$ cat src/rtl/mppc_pkg.sv
// Package for the motor PWM panel controller: operation codes, result
// record, seven-segment table and small arithmetic helpers.
// No dependencies.
package mppc_pkg;

   // PWM counter runs 0 .. PWM_PERIOD-1 and wraps.
   localparam int PWM_PERIOD = 255;
   localparam int PWM_CNT_W  = (PWM_PERIOD > 2) ? $clog2(PWM_PERIOD) : 1;
   localparam logic [PWM_CNT_W:0] PWM_WRAP = (PWM_CNT_W + 1)'(PWM_PERIOD);

   // Number of scanned display digits (units, tens, hundreds).
   localparam int DIGIT_COUNT = 3;
   localparam logic [1:0] SCAN_LAST = 2'(DIGIT_COUNT - 1);

   // Direction latch codes: bit0 dir_a, bit1 dir_b, bit2 green, bit3 red.
   localparam logic [3:0] DIR_RIGHT = 4'b0101;
   localparam logic [3:0] DIR_LEFT  = 4'b1010;

   // Request operation codes.
   typedef enum logic [1:0] {
      OP_SAMPLE    = 2'd0,
      OP_PWM_TICK  = 2'd1,
      OP_SCAN_TICK = 2'd2
   } op_type;

   // One response item.
   typedef struct packed {
      logic       pwm_low_side;
      logic       pwm_high_side;
      logic       dir_a;
      logic       dir_b;
      logic       led_green;
      logic       led_red;
      logic [6:0] segment_lines;
      logic [2:0] digit_select;
   } rsp_type;

   // Lit-segment patterns for decimal digits, bit0 = a through bit6 = g.
   localparam logic [6:0] SEG_PATTERN [10] = '{
      7'h3F, 7'h06, 7'h5B, 7'h4F, 7'h66, 7'h6D, 7'h7D, 7'h07, 7'h7F, 7'h6F
   };

   // Shown value 100 - duty*100/255. The divide by 255 uses the exact
   // 16-bit identity x/255 = (x + (x >> 8) + 1) >> 8.
   function automatic logic [6:0] shown_for_duty(input logic [7:0] duty);
      logic [14:0] scaled;
      logic [16:0] sum;
      logic [6:0]  quot;
      scaled = 15'(duty) * 15'd100;
      sum    = 17'(scaled) + 17'(scaled >> 8) + 17'd1;
      quot   = sum[14:8];
      return 7'd100 - quot;
   endfunction

   // Decimal digit of a value below 128 at a scan position. The divide by
   // ten is a multiply by 205 and a shift, exact for this range.
   function automatic logic [3:0] digit_at(input logic [6:0] value,
                                           input logic [1:0] pos);
      logic [14:0] prod;
      logic [3:0]  tens_q;
      logic [6:0]  units;
      logic [3:0]  result;
      prod   = 15'(value) * 15'd205;
      tens_q = prod[14:11];
      units  = value - 7'(tens_q) * 7'd10;
      case (pos)
         2'd0:    result = units[3:0];
         2'd1:    result = (tens_q >= 4'd10) ? (tens_q - 4'd10) : tens_q;
         default: result = (value >= 7'd100) ? 4'd1 : 4'd0;
      endcase
      return result;
   endfunction

endpackage

$ cat src/rtl/mppc_req_if.sv
// Request channel of the motor PWM panel controller: valid, ready, payload.
// Depends on nothing.
interface mppc_req_if;
   logic        valid;
   logic        ready;
   logic [1:0]  op;
   logic [11:0] adc_sample;
   logic        button_right;
   logic        button_left;

   modport source (output valid, op, adc_sample, button_right, button_left,
                   input ready);
   modport sink   (input valid, op, adc_sample, button_right, button_left,
                   output ready);
endinterface

$ cat src/rtl/mppc_rsp_if.sv
// Response channel of the motor PWM panel controller: valid, ready, payload.
// Depends on nothing.
interface mppc_rsp_if;
   logic       valid;
   logic       ready;
   logic       pwm_low_side;
   logic       pwm_high_side;
   logic       dir_a;
   logic       dir_b;
   logic       led_green;
   logic       led_red;
   logic [6:0] segment_lines;
   logic [2:0] digit_select;

   modport source (output valid, pwm_low_side, pwm_high_side, dir_a, dir_b,
                   led_green, led_red, segment_lines, digit_select,
                   input ready);
   modport sink   (input valid, pwm_low_side, pwm_high_side, dir_a, dir_b,
                   led_green, led_red, segment_lines, digit_select,
                   output ready);
endinterface

$ cat src/rtl/motor_pwm_panel_controller.sv
// Motor PWM panel controller top level: state update, response register
// and skid stage. Depends on mppc_pkg, mppc_req_if and mppc_rsp_if.
//
// Usage:
//   Each request on req_chan is one of: a sample (potentiometer reading and
//   two buttons), a PWM tick, or a display scan tick. Every request produces
//   exactly one response on rsp_chan carrying the complementary PWM drive,
//   the latched direction lines and LEDs, and the held seven-segment lines
//   and one-hot digit select after that request has taken effect.
//   Each response is written to the response register, or to the skid
//   stage if the receiver stalls. Throughput is one request per cycle
//   while the receiver keeps up; the state update, divide by 255 scale and
//   digit decode sit between request handshake and response register.
//   When the receiver stalls, one further request is taken into a skid
//   stage; req_chan.ready then drops until the response register drains.
//   Synchronous reset clears the PWM counter, duty, shown value, scan
//   position, direction latch and held display lines, and empties the
//   response and skid registers. Until a sample sets a nonzero duty,
//   responses show the low side off and the high side on.
module motor_pwm_panel_controller (
   input logic        clock,
   input logic        reset,
   mppc_req_if.sink   req_chan,
   mppc_rsp_if.source rsp_chan
);

   // Block state.
   logic [mppc_pkg::PWM_CNT_W-1:0] pwm_count_ff, pwm_count_in;
   logic [7:0] duty_level_ff, duty_level_in;
   logic [6:0] shown_value_ff, shown_value_in;
   logic [1:0] scan_position_ff, scan_position_in;
   logic [3:0] dir_leds_ff, dir_leds_in;
   logic [6:0] held_segments_ff, held_segments_in;
   logic [2:0] held_select_ff, held_select_in;

   // Response register and skid stage.
   logic              rsp_valid_ff, rsp_valid_in;
   mppc_pkg::rsp_type rsp_data_ff, rsp_data_in;
   logic              skid_valid_ff, skid_valid_in;
   mppc_pkg::rsp_type skid_data_ff, skid_data_in;

   logic              req_accept;
   logic              rsp_take;
   mppc_pkg::rsp_type new_rsp;

   assign req_chan.ready = !skid_valid_ff;
   assign req_accept     = req_chan.valid && req_chan.ready;
   assign rsp_take       = rsp_valid_ff && rsp_chan.ready;

   // Next state for the accepted request and the response it produces.
   always_comb begin
      logic [mppc_pkg::PWM_CNT_W:0] count_step;
      logic [3:0] digit;
      pwm_count_in     = pwm_count_ff;
      duty_level_in    = duty_level_ff;
      shown_value_in   = shown_value_ff;
      scan_position_in = scan_position_ff;
      dir_leds_in      = dir_leds_ff;
      held_segments_in = held_segments_ff;
      held_select_in   = held_select_ff;
      count_step       = (mppc_pkg::PWM_CNT_W + 1)'(pwm_count_ff) + 1'b1;
      digit            = mppc_pkg::digit_at(shown_value_ff, scan_position_ff);
      if (req_accept) begin
         case (req_chan.op)
            mppc_pkg::OP_SAMPLE: begin
               duty_level_in  = req_chan.adc_sample[11:4];
               shown_value_in = mppc_pkg::shown_for_duty(req_chan.adc_sample[11:4]);
               if (req_chan.button_right) begin
                  dir_leds_in = mppc_pkg::DIR_RIGHT;
               end else if (req_chan.button_left) begin
                  dir_leds_in = mppc_pkg::DIR_LEFT;
               end
            end
            mppc_pkg::OP_PWM_TICK: begin
               if (count_step >= mppc_pkg::PWM_WRAP) begin
                  pwm_count_in = '0;
               end else begin
                  pwm_count_in = count_step[mppc_pkg::PWM_CNT_W-1:0];
               end
            end
            mppc_pkg::OP_SCAN_TICK: begin
               held_segments_in = ~mppc_pkg::SEG_PATTERN[digit];
               held_select_in   = 3'(3'b001 << scan_position_ff);
               if (scan_position_ff == mppc_pkg::SCAN_LAST) begin
                  scan_position_in = 2'd0;
               end else begin
                  scan_position_in = scan_position_ff + 2'd1;
               end
            end
            default: begin
               // Unused code: state holds, response reports current outputs.
            end
         endcase
      end

      new_rsp.pwm_low_side  = 9'(pwm_count_in) < 9'(duty_level_in);
      new_rsp.pwm_high_side = !new_rsp.pwm_low_side;
      new_rsp.dir_a         = dir_leds_in[0];
      new_rsp.dir_b         = dir_leds_in[1];
      new_rsp.led_green     = dir_leds_in[2];
      new_rsp.led_red       = dir_leds_in[3];
      new_rsp.segment_lines = held_segments_in;
      new_rsp.digit_select  = held_select_in;
   end

   // Response register with one skid entry behind it.
   always_comb begin
      rsp_valid_in  = rsp_valid_ff;
      rsp_data_in   = rsp_data_ff;
      skid_valid_in = skid_valid_ff;
      skid_data_in  = skid_data_ff;
      if (skid_valid_ff) begin
         if (rsp_take) begin
            rsp_data_in   = skid_data_ff;
            skid_valid_in = 1'b0;
         end
      end else if (req_accept) begin
         if (!rsp_valid_ff || rsp_take) begin
            rsp_valid_in = 1'b1;
            rsp_data_in  = new_rsp;
         end else begin
            skid_valid_in = 1'b1;
            skid_data_in  = new_rsp;
         end
      end else if (rsp_take) begin
         rsp_valid_in = 1'b0;
      end
   end

   // Control and state registers.
   always_ff @(posedge clock) begin
      if (reset) begin
         pwm_count_ff     <= '0;
         duty_level_ff    <= '0;
         shown_value_ff   <= '0;
         scan_position_ff <= '0;
         dir_leds_ff      <= '0;
         held_segments_ff <= '0;
         held_select_ff   <= '0;
         rsp_valid_ff     <= 1'b0;
         skid_valid_ff    <= 1'b0;
      end else begin
         pwm_count_ff     <= pwm_count_in;
         duty_level_ff    <= duty_level_in;
         shown_value_ff   <= shown_value_in;
         scan_position_ff <= scan_position_in;
         dir_leds_ff      <= dir_leds_in;
         held_segments_ff <= held_segments_in;
         held_select_ff   <= held_select_in;
         rsp_valid_ff     <= rsp_valid_in;
         skid_valid_ff    <= skid_valid_in;
      end
   end

   // Payload registers need no reset.
   always_ff @(posedge clock) begin
      rsp_data_ff  <= rsp_data_in;
      skid_data_ff <= skid_data_in;
   end

   // Drive the response channel.
   assign rsp_chan.valid         = rsp_valid_ff;
   assign rsp_chan.pwm_low_side  = rsp_data_ff.pwm_low_side;
   assign rsp_chan.pwm_high_side = rsp_data_ff.pwm_high_side;
   assign rsp_chan.dir_a         = rsp_data_ff.dir_a;
   assign rsp_chan.dir_b         = rsp_data_ff.dir_b;
   assign rsp_chan.led_green     = rsp_data_ff.led_green;
   assign rsp_chan.led_red       = rsp_data_ff.led_red;
   assign rsp_chan.segment_lines = rsp_data_ff.segment_lines;
   assign rsp_chan.digit_select  = rsp_data_ff.digit_select;

   // The skid entry is only ever occupied behind a full response register.
   a_skid_behind_rsp: assert property (@(posedge clock) disable iff (reset)
      skid_valid_ff |-> rsp_valid_ff)
      else $error("skid entry holds data while response register is empty");

   // The PWM counter never reaches the period.
   a_pwm_count_range: assert property (@(posedge clock) disable iff (reset)
      (mppc_pkg::PWM_CNT_W + 1)'(pwm_count_ff) < mppc_pkg::PWM_WRAP)
      else $error("PWM counter outside its period");

   // The scan position stays within the digit count.
   a_scan_range: assert property (@(posedge clock) disable iff (reset)
      scan_position_ff <= mppc_pkg::SCAN_LAST)
      else $error("scan position past the last digit");

   // The shown value never exceeds one hundred.
   a_shown_range: assert property (@(posedge clock) disable iff (reset)
      shown_value_ff <= 7'd100)
      else $error("shown value above one hundred");

   // The direction latch only ever holds cleared, right or left.
   a_dir_codes: assert property (@(posedge clock) disable iff (reset)
      dir_leds_ff == 4'b0000 || dir_leds_ff == mppc_pkg::DIR_RIGHT ||
      dir_leds_ff == mppc_pkg::DIR_LEFT)
      else $error("direction latch holds an invalid pattern");

   // A request taken while the skid is empty always lands in a register.
   a_accept_lands: assert property (@(posedge clock) disable iff (reset)
      req_accept |=> rsp_valid_ff)
      else $error("accepted request produced no response");

endmodule

$ cat src/flat_wrapper.sv
// flat-port wrapper written by rule: the top's interface ports become plain ports
module motor_pwm_panel_controller_flat 
  (clock, reset, req_chan_valid, req_chan_op, req_chan_adc_sample, req_chan_button_right, req_chan_button_left, req_chan_ready, rsp_chan_valid, rsp_chan_pwm_low_side, rsp_chan_pwm_high_side, rsp_chan_dir_a, rsp_chan_dir_b, rsp_chan_led_green, rsp_chan_led_red, rsp_chan_segment_lines, rsp_chan_digit_select, rsp_chan_ready);
  mppc_req_if req_chan_i ();
  mppc_rsp_if rsp_chan_i ();
  input logic clock;
  input logic reset;
  input wire logic [$bits(req_chan_i.valid)-1:0] req_chan_valid;
  input wire logic [$bits(req_chan_i.op)-1:0] req_chan_op;
  input wire logic [$bits(req_chan_i.adc_sample)-1:0] req_chan_adc_sample;
  input wire logic [$bits(req_chan_i.button_right)-1:0] req_chan_button_right;
  input wire logic [$bits(req_chan_i.button_left)-1:0] req_chan_button_left;
  output wire logic [$bits(req_chan_i.ready)-1:0] req_chan_ready;
  output wire logic [$bits(rsp_chan_i.valid)-1:0] rsp_chan_valid;
  output wire logic [$bits(rsp_chan_i.pwm_low_side)-1:0] rsp_chan_pwm_low_side;
  output wire logic [$bits(rsp_chan_i.pwm_high_side)-1:0] rsp_chan_pwm_high_side;
  output wire logic [$bits(rsp_chan_i.dir_a)-1:0] rsp_chan_dir_a;
  output wire logic [$bits(rsp_chan_i.dir_b)-1:0] rsp_chan_dir_b;
  output wire logic [$bits(rsp_chan_i.led_green)-1:0] rsp_chan_led_green;
  output wire logic [$bits(rsp_chan_i.led_red)-1:0] rsp_chan_led_red;
  output wire logic [$bits(rsp_chan_i.segment_lines)-1:0] rsp_chan_segment_lines;
  output wire logic [$bits(rsp_chan_i.digit_select)-1:0] rsp_chan_digit_select;
  input wire logic [$bits(rsp_chan_i.ready)-1:0] rsp_chan_ready;
  assign req_chan_i.valid = req_chan_valid;
  assign req_chan_i.op = req_chan_op;
  assign req_chan_i.adc_sample = req_chan_adc_sample;
  assign req_chan_i.button_right = req_chan_button_right;
  assign req_chan_i.button_left = req_chan_button_left;
  assign req_chan_ready = req_chan_i.ready;
  assign rsp_chan_valid = rsp_chan_i.valid;
  assign rsp_chan_pwm_low_side = rsp_chan_i.pwm_low_side;
  assign rsp_chan_pwm_high_side = rsp_chan_i.pwm_high_side;
  assign rsp_chan_dir_a = rsp_chan_i.dir_a;
  assign rsp_chan_dir_b = rsp_chan_i.dir_b;
  assign rsp_chan_led_green = rsp_chan_i.led_green;
  assign rsp_chan_led_red = rsp_chan_i.led_red;
  assign rsp_chan_segment_lines = rsp_chan_i.segment_lines;
  assign rsp_chan_digit_select = rsp_chan_i.digit_select;
  assign rsp_chan_i.ready = rsp_chan_ready;
  motor_pwm_panel_controller u_core (.clock(clock), .reset(reset), .req_chan(req_chan_i), .rsp_chan(rsp_chan_i));
endmodule
$ cat config.mk
export PLATFORM = sky130hd
export DESIGN_NAME = motor_pwm_panel_controller_flat
export DESIGN_NICKNAME = d
export VERILOG_FILES = /design/src/rtl/mppc_pkg.sv /design/src/rtl/mppc_req_if.sv /design/src/rtl/mppc_rsp_if.sv /design/src/rtl/motor_pwm_panel_controller.sv /design/src/flat_wrapper.sv
export SDC_FILE = /design/constraint.sdc
export NUM_CORES = 1
export LEC_CHECK = 0
export BUFFER_PORTS_ARGS = -buffer_cell sky130_fd_sc_hd__buf_4
export CORE_MARGIN = 5
export CORE_UTILIZATION = 25
export CTS_CLUSTER_DIAMETER = 120
export DETAILED_ROUTE_END_ITERATION = 7
export GPL_TIMING_DRIVEN = 1
export HOLD_SLACK_MARGIN = 0.12
export PLACE_DENSITY = 0.43
export SLEW_MARGIN = 20
export SYNTH_ARGS = -nofsm -noshare
export SYNTH_HDL_FRONTEND = slang
export SYNTH_SLANG_ARGS = --single-unit
$ cat constraint.sdc
create_clock -name clock -period 6.6 [get_ports clock]
set_clock_uncertainty 0.05 [all_clocks]
set_input_delay 0 -clock clock [delete_from_list [all_inputs] [get_ports clock]]
set_output_delay 0 -clock clock [all_outputs]
set_load 0.1 [all_outputs]
# ---- After elaboration in Yosys (flattened, before gate mapping)
# Memory sizes are Yosys's and may differ from the RTL's.
# Cells that the tools add are included.
dict set report op_classes {
  div_mod_pow 0
  shifts 1
  n_addsub 7
  mux 30
  eq_ne 6
  n_mul 3
  n_reduce_logical 16
  bitwise 4
  n_lt_le_gt_ge 5
}
# operator n
set ops {}
lappend ops {{16-bit 2-to-1 mux} 4}
lappend ops {{8-bit 2-to-1 mux} 5}
lappend ops {{7-bit 2-to-1 mux} 4}
lappend ops {{4-bit 2-to-1 mux} 5}
lappend ops {{15-bit by 1-bit adder with 15-bit output, second input constant} 1}
lappend ops {{15-bit by 7-bit adder with 15-bit output} 1}
lappend ops {{7-bit by 8-bit multiplier with 15-bit output, second input constant} 1}
lappend ops {{8-bit by 5-bit multiplier with 13-bit output, second input constant} 1}
lappend ops {{8-bit by 1-bit adder with 9-bit output, second input constant} 1}
lappend ops {{9-bit by 8-bit greater-or-equal comparator with 1-bit output, second input constant} 1}
lappend ops {{3-bit AND reduction} 3}
lappend ops {{8-bit < comparator} 1}
lappend ops {{1-bit 2-to-1 mux} 8}
lappend ops {{4-bit case mux with 2 select lines} 1}
lappend ops {{7-bit greater-or-equal comparator, second input constant} 1}
lappend ops {{7-bit NOT} 1}
lappend ops {{7-bit subtractor, first input constant} 1}
lappend ops {{3-bit 2-to-1 mux} 2}
lappend ops {{2-bit nonzero test} 3}
lappend ops {{5-bit greater-or-equal comparator, second input constant} 1}
lappend ops {{4-bit NOT with 5-bit output} 1}
lappend ops {{2-bit by 1-bit equality test with 1-bit output, second input constant} 2}
lappend ops {{2-bit equality test, second input constant} 2}
lappend ops {{4-bit greater-or-equal comparator, second input constant} 1}
lappend ops {{other kinds (13)} 20}
dict set report word_totals {
  memories 1
  word_cells 98
  latchBits 0
  reg_bits 73
  input_bits 20
  ram_bits 0
  mem_bits_ro 112
}
# name depth width rd rd_ports_with_merged_regs write_ports line_no
set mem_list {}
lappend mem_list {{(name not given)} 16 7 1 0 0 motor_pwm_panel_controller.sv:82} ;# held_segments_in = ~mppc_pkg::SEG_PATTERN[digit];

# ---- Longest topological paths before layout
dict set report depth {
  depth_word 14
  mapped_depth 23
  mapped_depth_nobuf 23
}

# ---- Worst setup path before layout
# Ideal clock, no wire load.
dict set report synth_timing {
  kind {register -> register}
  startpoint {reg u_core.shown_value_ff[4]}
  endpoint {reg u_core.rsp_data_ff, in the netlist u_core.rsp_chan.segment_lines[2], data pin}
  stages_incl_launch_ff 23
  arrival_ns 5.457
  required_ns 6.413
  setup_slack_ns 0.956
  path_buffers 0
  period_less_slack_ns 5.644
  path_cell_list {dfxtp_1 > inv_1 > ha_1 > fa_1 > inv_1 > ha_1 > inv_1 > fa_1 > inv_1 > ha_1 > nand4_1 > nor3_2 > nor3_1 > xnor2_1 > ha_1 > fa_1 > xnor3_2 > and3_4 > a2111oi_4 > nand3_2 > a211o_4 > o31ai_2 > mux2_1}
}
# item line_no
set synth_lines {}
lappend synth_lines {{start, declared} motor_pwm_panel_controller.sv:30} ;# logic [6:0] shown_value_ff, shown_value_in;
lappend synth_lines {{start signal, assigned} motor_pwm_panel_controller.sv:145} ;# shown_value_ff <= shown_value_in;
lappend synth_lines {{end signal, assigned} motor_pwm_panel_controller.sv:157} ;# rsp_data_ff <= rsp_data_in;
lappend synth_lines {{end, declared} motor_pwm_panel_controller.sv:38} ;# mppc_pkg::rsp_type rsp_data_ff, rsp_data_in;

# ---- Worst setup path after layout
dict set report layout_timing {
  startpoint {reg u_core.shown_value_ff[4]}
  endpoint {reg u_core.skid_data_ff[7] in the netlist's numbering, data pin}
}
dict set report layout_between {
  elab_chain_cells 11
  elab_cells_between_ends 16
  cone_classes {add/sub (2); mul (2); order compare (2); mux (7); bitwise (2); memory (1)}
}
# item line_no
set layout_rtl {}
lappend layout_rtl {{7-bit by 8-bit multiplier with 15-bit output} mppc_pkg.sv:63} ;# prod = 15'(value) * 15'd205;
lappend layout_rtl {{4-bit by 3-bit multiplier with 3-bit output (tied with other cells)} mppc_pkg.sv:65} ;# units = value - 7'(tens_q) * 7'd10;
lappend layout_rtl {{4-bit subtractor or 4-bit 2-to-1 mux (tied branches)} {mppc_pkg.sv:65, mppc_pkg.sv:68}}
lappend layout_rtl {{4-bit case mux with 2 select lines (*)} mppc_pkg.sv:66} ;# case (pos)
lappend layout_rtl {{4-bit NOT with 5-bit output (implied by the code) (*)} motor_pwm_panel_controller.sv:82}
lappend layout_rtl {{memory read 16 x 7 bit (*)} n/a}
lappend layout_rtl {{7-bit 2-to-1 mux (implied by the code) (*) (2 in a row)} motor_pwm_panel_controller.sv:82}
lappend layout_rtl {{7-bit NOT (*)} motor_pwm_panel_controller.sv:82}
lappend layout_rtl {{7-bit 2-to-1 mux (*)} motor_pwm_panel_controller.sv:64} ;# case (req_chan.op)
lappend layout_rtl {{7-bit 2-to-1 mux (*)} motor_pwm_panel_controller.sv:63} ;# if (req_accept) begin
lappend layout_rtl {{via u_core.held_segments_in[4]} motor_pwm_panel_controller.sv:33} ;# logic [6:0] held_segments_ff, held_segments_in;
lappend layout_rtl {{end signal, assigned} motor_pwm_panel_controller.sv:158} ;# skid_data_ff <= skid_data_in;
lappend layout_rtl {{end, declared} motor_pwm_panel_controller.sv:40} ;# mppc_pkg::rsp_type skid_data_ff, skid_data_in;
# Mark *: on every way through the listed nets, which the timed path passes. The rest lies on a longest branch. The select of a mux whose other input is x is not followed.
# A chain may end at the register's enable or synchronous reset.

==> impl_metrics.ini <==
[logic_synthesis]
synth.most_common_cell = sky130_fd_sc_hd__ha_1
synthSimpleGateAreaFrac_pct = 14.9
yosys_most_used_dff = sky130_fd_sc_hd__dfxtp_1
avgSynthCellArea_sq_um = 9.42
yosys-mux-area-fraction_pct = 4.19
netlist_top_cells_count = sky130_fd_sc_hd__ha_1 (87), sky130_fd_sc_hd__inv_1 (57), sky130_fd_sc_hd__nand2_1 (47)
synth_top_family_by_area = adder cells
yosys.area.top_type_share_pct = 19.5
synth-edff-count = 32
cell_types_with_the_largest_area_share_after_synthesis = sky130_fd_sc_hd__ha_1 (19%), sky130_fd_sc_hd__edfxtp_1 (17%), sky130_fd_sc_hd__dfxtp_1 (15%)
syn-instance-count = 593
cell_taking_the_most_area_after_synthesis = sky130_fd_sc_hd__ha_1
synth_nets = 712
netlist-cell-type-count = 68
synthAdderAreaFrac_pct = 23.8
synthesized_area_fraction_occupied_by_xor_and_xnor_cells_pct = 3.38
synthesized_area_fraction_occupied_by_ao_oa_aoi_and_oai_cells_pct = 17.0
yosys_warnings = 0
postSynth.asyncResetShare_pct = 0
synth_seq_area_share_pct = 31.9
post_synth_instance_area_sq_um = 5590
ys_ff_latch = 73

[global_routing]
grt_max_degree = 30
first_global_vias = 4386
overflow = 0
gr-usage-met1_pct = 13.3
globalRouteMet2Util_pct = 17.1
grt_most_used_layer = met2
grt_antenna_before_repair = 0
grt_use_total_pct = 10.3
grt.met3_usage_pct = 2.90
global_route_wire_length_before_repair_mm = 21.7

[placed_design]
globalplace.congestion = 0.800
placed_cells = 896
dp_hpwl_mm = 10.0
place.port_buffers = 33

[finish]
antenna_cells = 0
layout.nets = 773
multi_input_area_sq_um = 3540
area_growth_syn_to_layout_pct = 21.0
n_fill_cell = 2316
final_cell_count_no_fill = 939
ff_latch_area_sq_um = 1780
post_route_cells_drive_above_1_share_pct = 11.8

[floorplanning]
core_area_sq_um = 21900
chipHeight_um = 160
fp.dieArea_sq_um = 25400
starting_density_pct = 25.5
die_width_um = 160
fp-row-count = 54
pin_count = 38

[sta]
final-hold-violation-count = 0
fin_tns_setup_ns = 0
unrepaired_setup_endpoints_after_global_routing = no
timing.final.crit_period_ns = 6.22
setup_violation_total_in_the_final_timing_report = 0
max_freq_ghz = 0.161
post-route-period-util_pct = 94.2
final_max_slew_viol_count = 0
max_slew_headroom_at_the_worst_pin_pct = 49.7
worst-slew-pin-transition_ns = 0.750

[min_path]
worst_hold_path_type = in -> reg
hold_path_startpoint = req_chan_op[0]

[detailed_routing]
drt_first_pass_iters = 4
ant_nets = 0
avgRoutedWirePerCell_um = 13.7
drt_iter0_markers = 229
wl_mm = 12.8
routed-via-count = 4303
drc = 0
viasPerCell = 4.58

[setup_path]
startpoint_to_endpoint_class_of_the_critical_path = reg -> reg
required_ns = 6.62
crit_path_end_kind = flip-flop
crit_slowest_cell = sky130_fd_sc_hd__nor3_1
cell_chain_of_the_critical_path = inv_1 > ha_1 > fa_1 > inv_1 > ha_1 > inv_1 > fa_1 > inv_1 > ha_1 > nand4_1 > nor3_2 > nor3_1 > xnor2_1 > ha_1 > fa_1 > xnor3_2 > and3_4 > a2111oi_4 > nand3_2 > a21o_1 > a22oi_1 > a21oi_1
timing.critical_path.fanout_max = 7
critPathMaxStageDelay_ns = 0.57
worst_setup_path_startpoint = u_core.shown_value_ff[4]$_SDFFE_PP0P_
cp_data_arrival_time_ns = 6.24
critPathLaunchType = flip-flop
r2r_start = u_core.shown_value_ff[4]$_SDFFE_PP0P_

[status]
status = finished, final reports clean

[cts]
postCtsSetupBuffers = 0
cts_hold_repair.buffers = 27
cts_buffers = 9
insertion_delay_ns = 0.34
cts_htree_levels = 3
postCtsResizedCells = 0
cell_at_the_root_of_the_clock_tree = sky130_fd_sc_hd__clkbuf_16
cts_sinks = 73
tritoncts_clock_tree = built
clkTransAtPathRegs_ns = 0.05
clock_path_buffers = 2

[power]
ir_drop_mv = 0.103
pwr_density_cell_nw_per_um2 = 247
reported_leakage_power_nw = 3.04

[job]
timing.max_cap.violations = 0
## worst paths after layout
kind	to	cells after the start	slack (ns)
max reg2reg	u_core.skid_data_ff[7]$_DFFE_PP_	22	0.38
min	u_core.shown_value_ff[5]$_SDFFE_PP0P_	4	0.16
max	u_core.skid_data_ff[7]$_DFFE_PP_	22	0.38
min reg2reg	u_core.held_select_ff[0]$_SDFF_PP0_	2	0.41
## layer usage
layer / routed length [um] / up-vias
met4: 137 / 0
met2: 6090 / 55
met3: 408 / 9
met5: 0 / -
li1: - / 2232
met1: 6190 / 2007
## report_power, final
| group | internal, mW | switching, mW |
|---|---|---|
| Sequential | 0.502 | 0.0179 |
| Clock | 0.332 | 0.189 |
| Combinational | 0.231 | 0.399 |
## critical path: cells and delay by family, from the launching register on
kind	cells	cell delay [ns]
adders and majority gates	7	2.52
and+or+nand+nor	5	1.19
buffers and inverters	4	0.25
DFF	1	0.42
AOI/OAI and AO/OA	4	1.04
xor gates and xnor gates	2	0.48
## kinds of logic (layout without fill, tap and decap cells)
kind of cell / count (synthesis) / after routing
compound gates: 141 / 141
fa+ha+maj: 99 / 99
xor+xnor: 19 / 19
mux: 22 / 22
flops: 73 / 73
simple gates: 167 / 167
buf+inv: 72 / 138
## final cells by class
class | count | area share, %
inverter | 58 | 3.22
multi-input combinational | 448 | 52.4
sequential | 73 | 26.4
clock inverter | 6 | 1.37
clock buffer | 10 | 3.39
tap | 280 | 5.18
timing repair buffer | 64 | 8.11
## sequential cells by signal (all words and copies together) (netlist names)
signal / cells
u_core.held_select_ff: 3
u_core.rsp_chan.dir_a: 1
u_core.shown_value_ff: 7
u_core.duty_level_ff: 8
u_core.skid_valid_ff: 1
u_core.held_segments_ff: 7
u_core.rsp_chan.led_green: 1
u_core.dir_leds_ff: 4
u_core.skid_data_ff: 16
u_core.rsp_chan.segment_lines: 7
u_core.pwm_count_ff: 8
u_core.scan_position_ff: 2
u_core.rsp_chan.pwm_low_side: 1
u_core.rsp_chan.digit_select: 3
u_core.rsp_chan.dir_b: 1
u_core.rsp_chan.led_red: 1
u_core.rsp_chan.valid: 1
u_core.rsp_chan.pwm_high_side: 1
## stage by stage
| step | setup WS [ns] | utilization, % | power (mW) | instance area (sq um) | hold slack [ns] |
|---|---|---|---|---|---|
| 2_1_floorplan | 0.956 | - | 1.01 | 5590 | 0.0517 |
| 3_3_place_gp | 0.523 | 28.2 | 1.15 | 6170 | 0.200 |
| 3_5_place_dp | 0.386 | 28.2 | 1.16 | 6170 | 0.221 |
| 4_1_cts | 0.378 | 30.9 | 1.70 | 6760 | 0.149 |
| 5_1_grt | 0.0167 | 30.9 | 1.79 | 6760 | 0.204 |
| 6_report | 0.383 | 30.9 | 1.67 | 6760 | 0.160 |
## layout by cell type, fill, tap and decap left out, types with 6 or more instances in the layout
cell and count:
sky130_fd_sc_hd__nor3_1 6, sky130_fd_sc_hd__o21ai_0 34, sky130_fd_sc_hd__nand2_1 47, sky130_fd_sc_hd__clkbuf_16 9
sky130_fd_sc_hd__ha_1 87, sky130_fd_sc_hd__dfxtp_1 41, sky130_fd_sc_hd__a21oi_1 38, sky130_fd_sc_hd__xnor2_1 8
sky130_fd_sc_hd__nor2_1 45, sky130_fd_sc_hd__a211oi_1 10, sky130_fd_sc_hd__mux2i_1 13, sky130_fd_sc_hd__or3_1 6
sky130_fd_sc_hd__xor2_1 9, sky130_fd_sc_hd__nand3_1 11, sky130_fd_sc_hd__a21o_1 15, sky130_fd_sc_hd__fa_1 12
sky130_fd_sc_hd__inv_1 57, sky130_fd_sc_hd__buf_4 37, sky130_fd_sc_hd__edfxtp_1 32, sky130_fd_sc_hd__dlygate4sd3_1 27
sky130_fd_sc_hd__and2_1 16, sky130_fd_sc_hd__mux2_2 6
Power figures use the tool's default switching activity.
